### src/rtl/stk_pkg.sv
// ----------------------------------------------------------------------------
// stk_pkg
// Shared types and constants for the streaming top-k tracker.
// ----------------------------------------------------------------------------
`default_nettype none

package stk_pkg;

  localparam int unsigned VAL_W  = 32;
  localparam int unsigned CFG_W  = 7;
  localparam logic [CFG_W-1:0] KEEP_RESET = CFG_W'(10);

  localparam logic FUNC_OFFER = 1'b0;
  localparam logic FUNC_CHECK = 1'b1;

  // Command broadcast to every cell of the chain
  typedef struct packed {
    logic ins;   // offer accepted this cycle
    logic grow;  // store not yet full, the chain lengthens by one
    logic rot;   // rotate occupied cells towards the head
  } cell_cmd_t;

endpackage

`default_nettype wire

### src/rtl/stk_cell.sv
// ----------------------------------------------------------------------------
// stk_cell
// One slot of the sorted chain: holds a value and an occupied flag, takes
// part in sorted insertion and in rotation during readout.
// ----------------------------------------------------------------------------
`default_nettype none

module stk_cell (
  input  wire                      clk_i,
  input  wire                      rst_ni,
  input  stk_pkg::cell_cmd_t       cmd_i,
  input  wire [stk_pkg::VAL_W-1:0] value_i,
  input  wire [stk_pkg::VAL_W-1:0] prev_val_i,
  input  wire                      prev_take_i,
  input  wire                      prev_occ_i,
  input  wire [stk_pkg::VAL_W-1:0] next_val_i,
  input  wire                      next_occ_i,
  input  wire [stk_pkg::VAL_W-1:0] head_val_i,
  output logic [stk_pkg::VAL_W-1:0] val_o,
  output logic                     take_o,
  output logic                     occ_o
);
  import stk_pkg::*;

  logic [VAL_W-1:0] val_q, val_d;
  logic             occ_q, occ_d;
  logic             take;

  // empty slots sit below anything offered
  assign take = !occ_q || (value_i > val_q);

  always_comb begin
    val_d = val_q;
    occ_d = occ_q;
    if (cmd_i.ins && (occ_q || (cmd_i.grow && prev_occ_i))) begin
      occ_d = 1'b1;
      if (take) begin
        val_d = prev_take_i ? prev_val_i : value_i;
      end
    end else if (cmd_i.rot && occ_q) begin
      // tail of the occupied run wraps round to the head value
      val_d = next_occ_i ? next_val_i : head_val_i;
    end
  end

  always_ff @(posedge clk_i or negedge rst_ni) begin
    if (!rst_ni) begin
      occ_q <= 1'b0;
    end else begin
      occ_q <= occ_d;
    end
  end

  always_ff @(posedge clk_i) begin
    val_q <= val_d;
  end

  assign val_o  = val_q;
  assign take_o = take;
  assign occ_o  = occ_q;

endmodule

`default_nettype wire

### config.mk
export PLATFORM = sky130hd
export DESIGN_NAME = stk_cell
export DESIGN_NICKNAME = d
export VERILOG_FILES = /design/src/rtl/stk_pkg.sv /design/src/rtl/stk_cell.sv
export SDC_FILE = /design/constraint.sdc
export NUM_CORES = 1
export LEC_CHECK = 0
export BUFFER_PORTS_ARGS = -buffer_cell sky130_fd_sc_hd__buf_2
export CORE_ASPECT_RATIO = 0.5
export CORE_MARGIN = 1.5
export CORE_UTILIZATION = 48
export CTS_CLUSTER_DIAMETER = 120
export DETAILED_ROUTE_END_ITERATION = 12
export PLACE_DENSITY = 0.87
export SETUP_SLACK_MARGIN = 0.1
export SKIP_CTS_REPAIR_TIMING = 1
export SYNTH_ARGS = -nofsm -noshare
export SYNTH_HDL_FRONTEND = slang
export SYNTH_SLANG_ARGS = --single-unit
### constraint.sdc
create_clock -name clk_i -period 5.8 [get_ports clk_i]
set_clock_uncertainty 0.2 [all_clocks]
set_input_delay 0 -clock clk_i [delete_from_list [all_inputs] [get_ports clk_i]]
set_output_delay 0 -clock clk_i [all_outputs]
set_load 0.005 [all_outputs]
# ---- Word-level counts from Yosys, hierarchy flattened
# Index checks and enable logic that the tools add are counted.
# W data, S select, Z words.
dict set report word_totals {
  ff_bits 33
  input_bits 136
  output_inout_bits 34
  elab_cells 17
}
dict set report classes {
  n_lt_le_gt_ge 1
  eq_ne 1
  mux 5
  reduce_logical 8
}
# operator count
set op_table {}
lappend op_table {{$mux W32} 5}
lappend op_table {{$gt A32 B32 Y1} 1}
lappend op_table {{$logic_and A1 B1 Y1} 3}
lappend op_table {{$logic_or A1 B1 Y1} 2}
lappend op_table {{$ne A2 B2 Y1 const B} 1}
lappend op_table {{$reduce_and A2 Y1} 1}
lappend op_table {{$reduce_bool A2 Y1} 1}
lappend op_table {{$logic_not A1 Y1} 1}

# ---- Longest topological paths before layout
# Gate-level depths: netlist of run 1.
dict set report logic_depth {
  word_depth 5
  ltp_mapped 7
  depth_no_buf 7
}

# ---- Worst setup path after synthesis of run 1
# No wires, ideal clock.
dict set report synth_path {
  path_kind {reg-to-reg}
  start {register val_q[14] (netlist: val_o[14])}
  end {register val_q[0] (netlist: val_o[0]), enable pin}
  setup_ns 0.441
  t_required_ns 5.159
  path_buffers 0
  synth_period_minus_slack_ns 3.837
  path_slack_ns 1.963
  path_stages_with_launch 8
  arrival_time_ns 3.197
  cell_sequence {edfxtp_1 > inv_1 > ha_1 > nand4_2 > nor4_2 > a21boi_2 > o31ai_2 > a31oi_1}
}
dict set report synth_between {
  elab_chain_cells 4
}
# element line_no
set synth_lines {}
lappend synth_lines {{start, declared} stk_cell.sv:25} ;# logic [VAL_W-1:0] val_q, val_d;
lappend synth_lines {{start signal, assigned} stk_cell.sv:55} ;# val_q <= val_d;
lappend synth_lines {{$gt A32 B32 Y1} stk_cell.sv:30} ;# assign take = !occ_q || (value_i > val_q);
lappend synth_lines {{$logic_or A1 B1 Y1} stk_cell.sv:30}
lappend synth_lines {{$ne A2 B2 Y1 (no line)} -}
lappend synth_lines {{$reduce_and A2 Y1 (no line)} -}
# No other way between the ends.
# A chain may end at the register's enable or synchronous reset.

# ---- Worst setup path after layout of run 1
dict set report layout_path {
  start {register occ_q (netlist: occ_o)}
  end {register val_q[18] (netlist: val_o[18]), enable pin}
}
dict set report layout_between {
  elab_chain_cells 4
  word_cells_on_any_way 8
  classes_between {eq/ne (1); reduce/logical (7)}
}
# element line_no
set layout_lines {}
lappend layout_lines {{start, declared} stk_cell.sv:26} ;# logic occ_q, occ_d;
lappend layout_lines {{start signal, assigned} stk_cell.sv:48} ;# occ_q <= 1'b0;
lappend layout_lines {{start signal, assigned} stk_cell.sv:50} ;# occ_q <= occ_d;
lappend layout_lines {{$logic_not A1 Y1 / $logic_or A1 B1 Y1 (equally long branches)} {stk_cell.sv:30, stk_cell.sv:35}}
lappend layout_lines {{$logic_or A1 B1 Y1 / $logic_and A1 B1 Y1 (equally long branches)} {stk_cell.sv:30, stk_cell.sv:35}}
lappend layout_lines {{$ne A2 B2 Y1 (no line) / $reduce_bool A2 Y1 (equally long branches)} -}
lappend layout_lines {{$reduce_and A2 Y1 (no line) (*)} -}
# Every way passes the cells marked *; elsewhere a longest branch is shown, timed or not.

==> results.md, run 1 <==
- Hold path cells: 3
- Outcome: complete, but fails checks
- Yosys warns: 0
- Fill count: 328
- Reg2reg path depth: 5
- Final WL: 10100 microns
- Total gr overflow: 0
- Routed length on met1: 3970 microns
- Vias per cell: 5.76
- Least-Margin Pin Slew: 1.22 ns
- Initial DRC Count: 146
- CTS Buf Count: 5
- Final #Nets: 688
- Endpoints failing setup: 0
- Post-DP HPWL: 5440 microns
- Layout area overhead: 57.6%
- Layout cell share with drive strength beyond 1: 35.5%
- First-pass GRT wire length: 11600 microns
- CP Class: flop to flop
- Clock-pin slew on the worst setup and hold paths: 0.05 ns
- Ports: 170
- Minimum clock period: 3.36 ns
- Kind of end point of the critical path: flop
- Hold path startpoint: head_val_i[9]
- Vias in the first global route: 2707
- Maximum vdd drop: 0.112 mV
- Failing checks: design-rule violations, negative hold slack
- P_leak: 2.22 nW
- R2r setup slk: 2.44 ns
- Initial core utilization: 51.1%
- Clk buf depth: 2
- Worst hold margin: -0.0606 ns
- Core area: 5630 sq um
- GPL Wtd Cong: 0.843
- Number of clock sinks: 33
- Antenna Nets Post-Route: 0
- Clock root cell: clkbuf_16
- Fin. Hold Viols: 1
- Max Cap Violations: 0
- Die Ht: 57.8 microns
- Top post-synthesis cells by area: edfxtp_1 33%, ha_1 14%, mux2i_1 11%
- Hold Path End: val_o[9]
- Antenna violations before repair: 0
- CP Depth: 5
- CTS tree: done
- Arr. time, crit path: 3.05 ns
- Initial DRT Pass Iterations: 9
- Largest net degree at the start of global routing: 68
- Power Density: 192 nW/um^2
- Syn nets: 465
- Max Fanout on Critical Path: 67
- Max Clock Freq: 298 MHz
- Port Buffers: 169
- Critical Path, Cell by Cell: a21o_1 > nand2_2 > nand3_1 > o21a_1 > a31oi_4
- Die area: 6500 sq um
- Number of diodes: 0
- Post-synth top area cell: edfxtp_1
- Share of the synthesized area in the top cell type: 33.4%
- Family with the most delay on the worst path: compound AO/OA/AOI/OAI gates
- Top layer in use: met4
- Final Core Density: 80.5%
- Async set or reset register ratio after synthesis: 3.03%
- R2R Path Start: occ_o
- Slew HR: 18.4%
- Final Max Tran Viols: 0
- Routed met3 length: 686 microns
- Synth Instances: 297
- Die W: 113 microns
- Rows: 19
- FF+latch count, synth: 33
- Clock Latency Late Sink: 0.28 ns
- EDFF count, synth: 32
- Per-cell routed wire length: 17.1 microns
- WL met2: 5030 microns
- DRC viols: 5
- Final setup TNS: 0 ns
- Worst Setup Start Kind: flop
- Final period utilization: 57.9%
- Top FF cell, synth: edfxtp_1
- Count of different cell masters after synthesis: 32
- GR Util All Layers: 22.0%
- Worst Path Required: 5.49 ns
- Mean Syn Cell Area: 9.69 sq um
- Slowest CP cell: a31oi_4
- Synthesized area: 2880 sq um
- Worst Path Buf+Inv: 0
- Htree depth: 2
- FF-to-FF End: val_o[18]
- RSZ-0062 raised after global routing: false
- Slowest stage delay, CP: 0.89 ns
- Via Count: 3422
- Hold crit path type: input pin to flop
- Seq/Total Area, Yosys: 34.3%
## stage by stage
step	cell area [sq um]	cells	total power, mW	hold WS (ns)	worst slack [ns]
global placement	3740	521	0.539	-0.423	2.67
detailed placement	3740	521	0.547	-0.423	2.56
CTS	3880	529	0.798	-0.713	2.53
finish	4530	594	0.872	-0.0606	2.44
global route	4530	594	0.909	0.00497	2.20
floorplan	2880	297	0.446	-0.496	1.96
## worst max-delay path by stage
stage / start / to / slack, ns
after floorplan: val_o[14] / val_o[0] / 1.96
after global placement: occ_o / val_o[27] / 2.67
after detailed placement: occ_o / val_o[27] / 2.56
after CTS: occ_o / val_o[11] / 2.53
after global routing: occ_o / val_o[25] / 2.20
final: occ_o / val_o[18] / 2.44
## synth_stat cells (all sizes together) (2+ instances only)
| cell type | n |
|---|---|
| a21oi | 44 |
| a211oi | 33 |
| inv | 33 |
| edfxtp | 32 |
| ha | 32 |
| mux2i | 32 |
| nor2b | 32 |
| clkbuf | 10 |
| buf | 8 |
| nand3 | 7 |
| nand4 | 6 |
| a21o | 5 |
| nand2 | 5 |
| nor4 | 3 |
| and4 | 2 |
| nor2 | 2 |
## metal layers
metal	global-route usage, %	vias up
met1	26.0	1619
met4	5.97	0
met5	0	-
li1	-	1558
met3	4.71	50
met2	41.6	195
## registers in the layout (all words and copies together), names as in the netlist
signal  cells
occ_o       1
val_o      32
## power breakdown
| group | internal [mW] | total [mW] | switching [mW] |
|---|---|---|---|
| combinational | 0.156 | 0.304 | 0.148 |
| clock | 0.158 | 0.257 | 0.0996 |
| sequential | 0.298 | 0.311 | 0.0132 |
| total | 0.611 | 0.872 | 0.260 |
## cell type report
class / instances / area [sq um] / share of cell area [%]
Clock inverter: 2 / 10.0 / 0.221
Inverter: 33 / 124 / 2.73
Multi-Input combinational cell: 213 / 1700 / 37.4
Timing Repair Buffer: 234 / 1500 / 33.0
Clock buffer: 6 / 129 / 2.84
Sequential cell: 33 / 986 / 21.7
Tap cell: 73 / 91.3 / 2.01
## tightest hold or removal path, delay by kind of cell
family | cells | cell delay [ns]
buffers and inverters | 1 | 0.08
AO/OA/AOI/OAI | 1 | 0.15
multiplexers | 1 | 0.06
## cell usage in the layout, fill, tap and decap left out, types with 4 or more instances in the layout
| cell type | synthesis | final |
|---|---|---|
| a211oi_1 | 33 | 33 |
| a21o_1 | 5 | 5 |
| a21oi_1 | 44 | 44 |
| buf_2 | 8 | 169 |
| clkbuf_16 | 0 | 5 |
| dlygate4sd3_1 | 0 | 65 |
| edfxtp_1 | 32 | 32 |
| ha_1 | 32 | 32 |
| inv_1 | 33 | 33 |
| mux2i_1 | 32 | 32 |
| nand2_1 | 5 | 4 |
| nand3_1 | 7 | 7 |
| nand4_1 | 4 | 4 |
| nor2b_1 | 32 | 32 |
## cells by family (layout without fill, tap and decap cells)
| group | Yosys count | in the layout | synth area share, % |
|---|---|---|---|
| buf+inv | 51 | 275 | 7.35 |
| compound gates | 91 | 91 | 20.3 |
| simple gates | 58 | 58 | 13.1 |
| mux | 32 | 32 | 11.1 |
| flops | 33 | 33 | 34.3 |
| fa+ha+maj | 32 | 32 | 13.9 |
Power figures use the tool's default switching activity.
==> run 2: changes to the inputs <==
- ABC_AREA: unset -> 1
- CORE_UTILIZATION: 48 -> 41
- PLACE_DENSITY: 0.87 -> 0.77
- clock period: 5.8 -> 2.87 ns (I/O delays scaled with it)
==> run 2 against run 1 <==
The run now ends clean. Sequential cell count unchanged. Clock power grew 100%. First-iteration DRC count grew 27%. Worst setup slack got worse by 2.2 ns. Non-clock buffer count grew 39. Largest power group is now combinational cells. Highest routed layer unchanged.
==> results.md, run 2 <==
- Outcome: completed
- CTS tree: done
- GPL Wtd Cong: 0.781
- Vias per cell: 4.85
- RSZ-0062 raised after global routing: false
- Clock root cell: clkbuf_16
- Synth cell count leaders: 76 x nand2_1, 73 x inv_1, 32 x edfxtp_1, 32 x ha_1, 31 x mux2i_1
- Final period utilization: 92.5%
- Top FF cell, synth: edfxtp_1
- Hold crit path type: input pin to flop
- R2R Path Start: occ_o
- Htree depth: 2
- Worst Setup SP: occ_o
- Initial DRC Count: 186
- Endpoints failing setup: 0
- Critical Path, Cell by Cell: inv_2 > a21oi_2 > inv_2 > o211ai_2 > dlygate4sd3_1 > o21ai_1 > dlygate4sd3_1
- Power Density: 355 nW/um^2
- Final WL: 10200 microns
- First-pass GRT wire length: 12900 microns
- Most common cell after layout, fill and taps aside: buf_2
- Seq/Total Area, Yosys: 31.6%
- Hold path startpoint: value_i[0]
- Maximum vdd drop: 0.217 mV
- Number of diodes: 0
- Share of the synthesized area in the top cell type: 30.8%
- Die area: 8180 sq um
- Kind of end point of the critical path: flop
- Slowest CP cell: dlygate4sd3_1
- Layout area overhead: 64.1%
- Layout cell share with drive strength beyond 1: 34.8%
- Final Power: 1.82 mW
- Arr. time, crit path: 2.60 ns
- Clk buf depth: 2
- GR Util All Layers: 19.6%
- Via Count: 3518
- DRC viols: 0
- Max FFs per register: 32
- CTS Buf Count: 5
- Worst hold margin: 0.0492 ns
- Synth Instances: 366
- FF+latch count, synth: 33
- Number of clock sinks: 33
- Die Ht: 64.7 microns
- Fill count: 558
- Vias in the first global route: 2955
- Yosys warns: 0
- Core area: 7350 sq um
- CP Class: flop to flop
- Max Fanout on Critical Path: 25
- DP Area: 4020 sq um
- Initial core utilization: 42.5%
- Post-DP HPWL: 6500 microns
- Syn nets: 534
- Final #Nets: 796
- Worst Setup Start Kind: flop
- EDFF count, synth: 32
- Largest net degree at the start of global routing: 29
- Port Buffers: 169
- Antenna violations before repair: 0
- Clock-pin slew on the worst setup and hold paths: 0.06 ns
- Least-Margin Pin Slew: 0.511 ns
- Max Cap Violations: 0
- Commonest non-fill, non-tap cells in the layout: 169 x buf_2, 97 x dlygate4sd3_1, 76 x nand2_1, 73 x inv_1
- Slowest stage delay, CP: 0.59 ns
- Initial DRT Pass Iterations: 4
- Slew HR: 65.9%
- Synthesized area: 3120 sq um
- Max Clock Freq: 377 MHz
- Final setup TNS: 0 ns
- Count leader, synth: nand2_1
- Worst Path Required: 2.82 ns
- Clock Latency Late Sink: 0.28 ns
- Ports: 170
- Final Max Tran Viols: 0
- Minimum clock period: 2.66 ns
- Async set or reset register ratio after synthesis: 3.03%
- P_leak: 2.69 nW
- Rows: 22
- Design Area, Final: 5130 sq um
- Per-cell routed wire length: 14.1 microns
- Die W: 126 microns
- Fin. Hold Viols: 0
- Top post-synthesis cells by area: edfxtp_1 31%, ha_1 13%, o211ai_2 11%
- Count of different cell masters after synthesis: 24
- Total gr overflow: 0
- Mean Syn Cell Area: 8.53 sq um
- Antenna Nets Post-Route: 0
- Post-synth top area cell: edfxtp_1
run 2: cell count changes in the layout (fill, tap and decap cells not counted), sizes merged, moves of 3 or more:
cell	change
a211oi	-33
a21o	-4
a21oi	-29
buf	+7
dlygate4sd3	+32
inv	+42
nand2	+71
nand3	-4
nand4	-4
nor2	+11
nor2b	-32
nor4	-3
o211ai	+31
o21ai	+33
run 2: through the flow:
step | utilization (%) | setup slack, ns | instances
after floorplan | - | 0.281 | 366
after global placement | 54.6 | 0.642 | 620
after detailed placement | 54.6 | 0.545 | 620
after CTS | 56.5 | 0.545 | 628
after global routing | 69.7 | 0.0862 | 725
final | 69.7 | 0.215 | 725
run 2: area by class of cell:
cell class | instances | area, sq um | area share (%)
Timing Repair Buffer | 273 | 1870 | 36.5
Tap cell | 96 | 120 | 2.34
Clock inverter | 2 | 10.0 | 0.195
Inverter | 75 | 282 | 5.49
Multi-Input combinational cell | 240 | 1730 | 33.8
Sequential cell | 33 | 986 | 19.2
Clock buffer | 6 | 129 | 2.51
run 2: power breakdown:
| part | total, mW | leakage (nW) | switching [mW] | internal [mW] |
|---|---|---|---|---|
| Combinational | 0.673 | 2.30 | 0.322 | 0.351 |
| Clock | 0.519 | 0.0706 | 0.200 | 0.319 |
| Sequential | 0.625 | 0.320 | 0.0240 | 0.601 |
run 2: path summary, 6_finish.rpt:
kind                       cells after the start   endpoint  slack (ns)
setup / recovery                               7  val_o[24]        0.21
hold / removal                                 5   val_o[0]        0.05
setup reg to reg                               7  val_o[24]        0.21
hold reg to reg                                2      occ_o        0.36
max in group asynchronous                      3      occ_o        2.01
min in group asynchronous                      3      occ_o        0.36
run 2: routing by layer:
metal / vias to the layer above / track usage [%] / wire [microns]
met5: - / 0 / 0
met4: 0 / 5.17 / 294
met3: 32 / 2.89 / 431
met2: 114 / 36.9 / 5380
met1: 1618 / 23.6 / 4100
li1: 1754 / - / -
run 2: worst max-delay path: cells and delay by family (launching register included):
| family | cells | cell delay, ns |
|---|---|---|
| buffers and inverters | 4 | 1.63 |
| DFF | 1 | 0.42 |
| AOI/OAI and AO/OA | 3 | 0.28 |
run 2: logic make-up (layout without fill, tap and decap cells):
kind of cell	after synthesis	after routing	synth area share [%]
mux	31	31	9.94
fa+ha+maj	32	32	12.8
buf+inv	93	356	13.0
flops	33	33	31.6
compound gates	83	83	20.8
simple gates	94	94	11.8
==> run 3: changes to the inputs <==
- CORE_UTILIZATION: 41 -> 46
- GPL_TIMING_DRIVEN: unset -> 0
- PLACE_DENSITY: 0.77 -> 0.82
- clock period: 2.87 -> 2.81 ns (I/O delays scaled with it)
==> run 3 against run 2 <==
Highest routed layer unchanged. Routed wire length is 14% higher. Largest cell class unchanged. Cell area is 0.39% higher. First-iteration DRC count is 42% higher. Hold slack better by 0.18 ns. Via count is 6.4% higher. Sequential share of layout area is 0.075 points lower.
==> results.md, run 3 (synthesized netlist as in run 2, its figures left out) <==
- GPL Wtd Cong: 0.794
- Met1 Usage GRT: 29.2%
- Final setup TNS: 0 ns
- Area of the multi-input gates: 1740 sq um
- Per-cell routed wire length: 16.1 microns
- Clock Latency Late Sink: 0.28 ns
- Power Density: 369 nW/um^2
- First-pass GRT wire length: 13700 microns
- Worst Path Buf+Inv: 5
- Most Crowded Layer GR: met2
- Antenna Nets Post-Route: 0
- Vias in the first global route: 2989
- Number of diodes: 0
- R2r setup slk: 0.25 ns
- Total gr overflow: 0
- Die area: 7320 sq um
- Fin. Hold Viols: 0
- Minimum clock period: 2.56 ns
- Commonest non-fill, non-tap cells in the layout: 174 x buf_2, 93 x dlygate4sd3_1, 75 x nand2_1, 73 x inv_1
- Max Cap Violations: 0
- Core area: 6310 sq um
- Final WL: 11700 microns
- Register area: 986 sq um
- Rows: 20
- Via Count: 3744
- Final Max Tran Viols: 0
- Initial core utilization: 49.5%
- Maximum vdd drop: 0.358 mV
- Number of clock sinks: 33
- Port Buffers: 167
- Htree depth: 2
- Max Clock Freq: 391 MHz
- Die W: 120 microns
- RSZ-0062 raised after global routing: false
- Final #Nets: 801
- Outcome: completed
- Ports: 170
- Endpoints failing setup: 0
- GR Util All Layers: 24.0%
- Family with the most delay on the worst path: buffers and inverters
- Critical Path, Cell by Cell: inv_2 > a21oi_2 > inv_2 > buf_6 > o211ai_1 > dlygate4sd3_1 > o21ai_2 > dlygate4sd3_1
- Vias per cell: 5.19
- Final period utilization: 91.1%
- Clk buf depth: 2
- Hold crit path type: input pin to flop
- Kind of end point of the critical path: flop
- Slowest CP cell: dlygate4sd3_1
- Clock-pin slew on the worst setup and hold paths: 0.06 ns
- Layout area overhead: 64.8%
- Grt met2 use: 46.0%
- Worst Path Required: 2.64 ns
- Most common cell after layout, fill and taps aside: buf_2
- Max FFs per register: 32
- Final Power: 1.90 mW
- Initial DRT Pass Iterations: 5
- Worst Setup Start Kind: flop
- Least-Margin Pin Slew: 0.514 ns
- CP Class: flop to flop
- Worst hold margin: 0.230 ns
- Layout cell share with drive strength beyond 1: 35.5%
- Die Ht: 61.3 microns
- Slowest stage delay, CP: 0.60 ns
- Fill count: 413
- Grt met3 use: 4.91%
- Arr. time, crit path: 2.39 ns
- P_leak: 2.71 nW
- CTS Buf Count: 5
- Largest net degree at the start of global routing: 33
- Antenna violations before repair: 0
- Clock root cell: clkbuf_16
- DRC viols: 0
- Max Fanout on Critical Path: 10
- Slew HR: 65.7%
- CTS tree: done
- Post-DP HPWL: 6970 microns
- Initial DRC Count: 264
[run 3: cell types whose count changed in the layout (fill, tap and decap cells not counted), sizes merged]
cell	previous run	this run
buf	176	181
clkbuf	6	10
dlygate4sd3	97	93
[run 3: layout make-up]
cell class,instances,area share (%)
sequential,33,19.2
timing repair buffer,260,34.3
inverter,75,5.47
buffer,18,2.43
clock inverter,2,0.195
clock buffer,6,2.50
multi-input combinational,240,33.8
tap,88,2.14
[run 3: final timing paths]
| path | cells past startpoint | start | end |
|---|---|---|---|
| worst max-delay path | 8 | occ_o | val_o[1] |
| worst min register to register | 2 | occ_o | occ_o |
| worst max register to register | 8 | occ_o | val_o[1] |
| worst min-delay path | 6 | cmd_i[2] | occ_o |
| min in group asynchronous | 3 | rst_ni | occ_o |
| max in group asynchronous | 3 | rst_ni | occ_o |
[run 3: tightest hold or removal path, stage by stage]
cell and delay, ns:
buf_2 0.07, inv_1 0.04, a21oi_2 0.13, inv_2 0.05, clkbuf_1 0.25, nand2_1 0.12
[run 3: metal layers]
layer	vias up	share of wire, %
met3	48	6.5
met4	0	3.9
met2	203	52
li1	1769	-
met1	1724	37
met5	-	0
[run 3: metrics by stage]
step / cell area (sq um) / instances / utilization, % / setup slack [ns]
floorplan: 3120 / 366 / - / 0.221
global placement: 4070 / 621 / 64.5 / -0.313
detailed placement: 4070 / 621 / 64.5 / -0.439
CTS: 4210 / 629 / 66.7 / -0.436
global route: 5150 / 722 / 81.6 / 0.0748
finish: 5150 / 722 / 81.6 / 0.251
[run 3: report_power, final]
part | internal, mW | leakage (nW) | switching [mW]
logic | 0.362 | 2.32 | 0.350
clock network | 0.326 | 0.0706 | 0.218
registers | 0.615 | 0.320 | 0.0269
total | 1.30 | 2.71 | 0.595
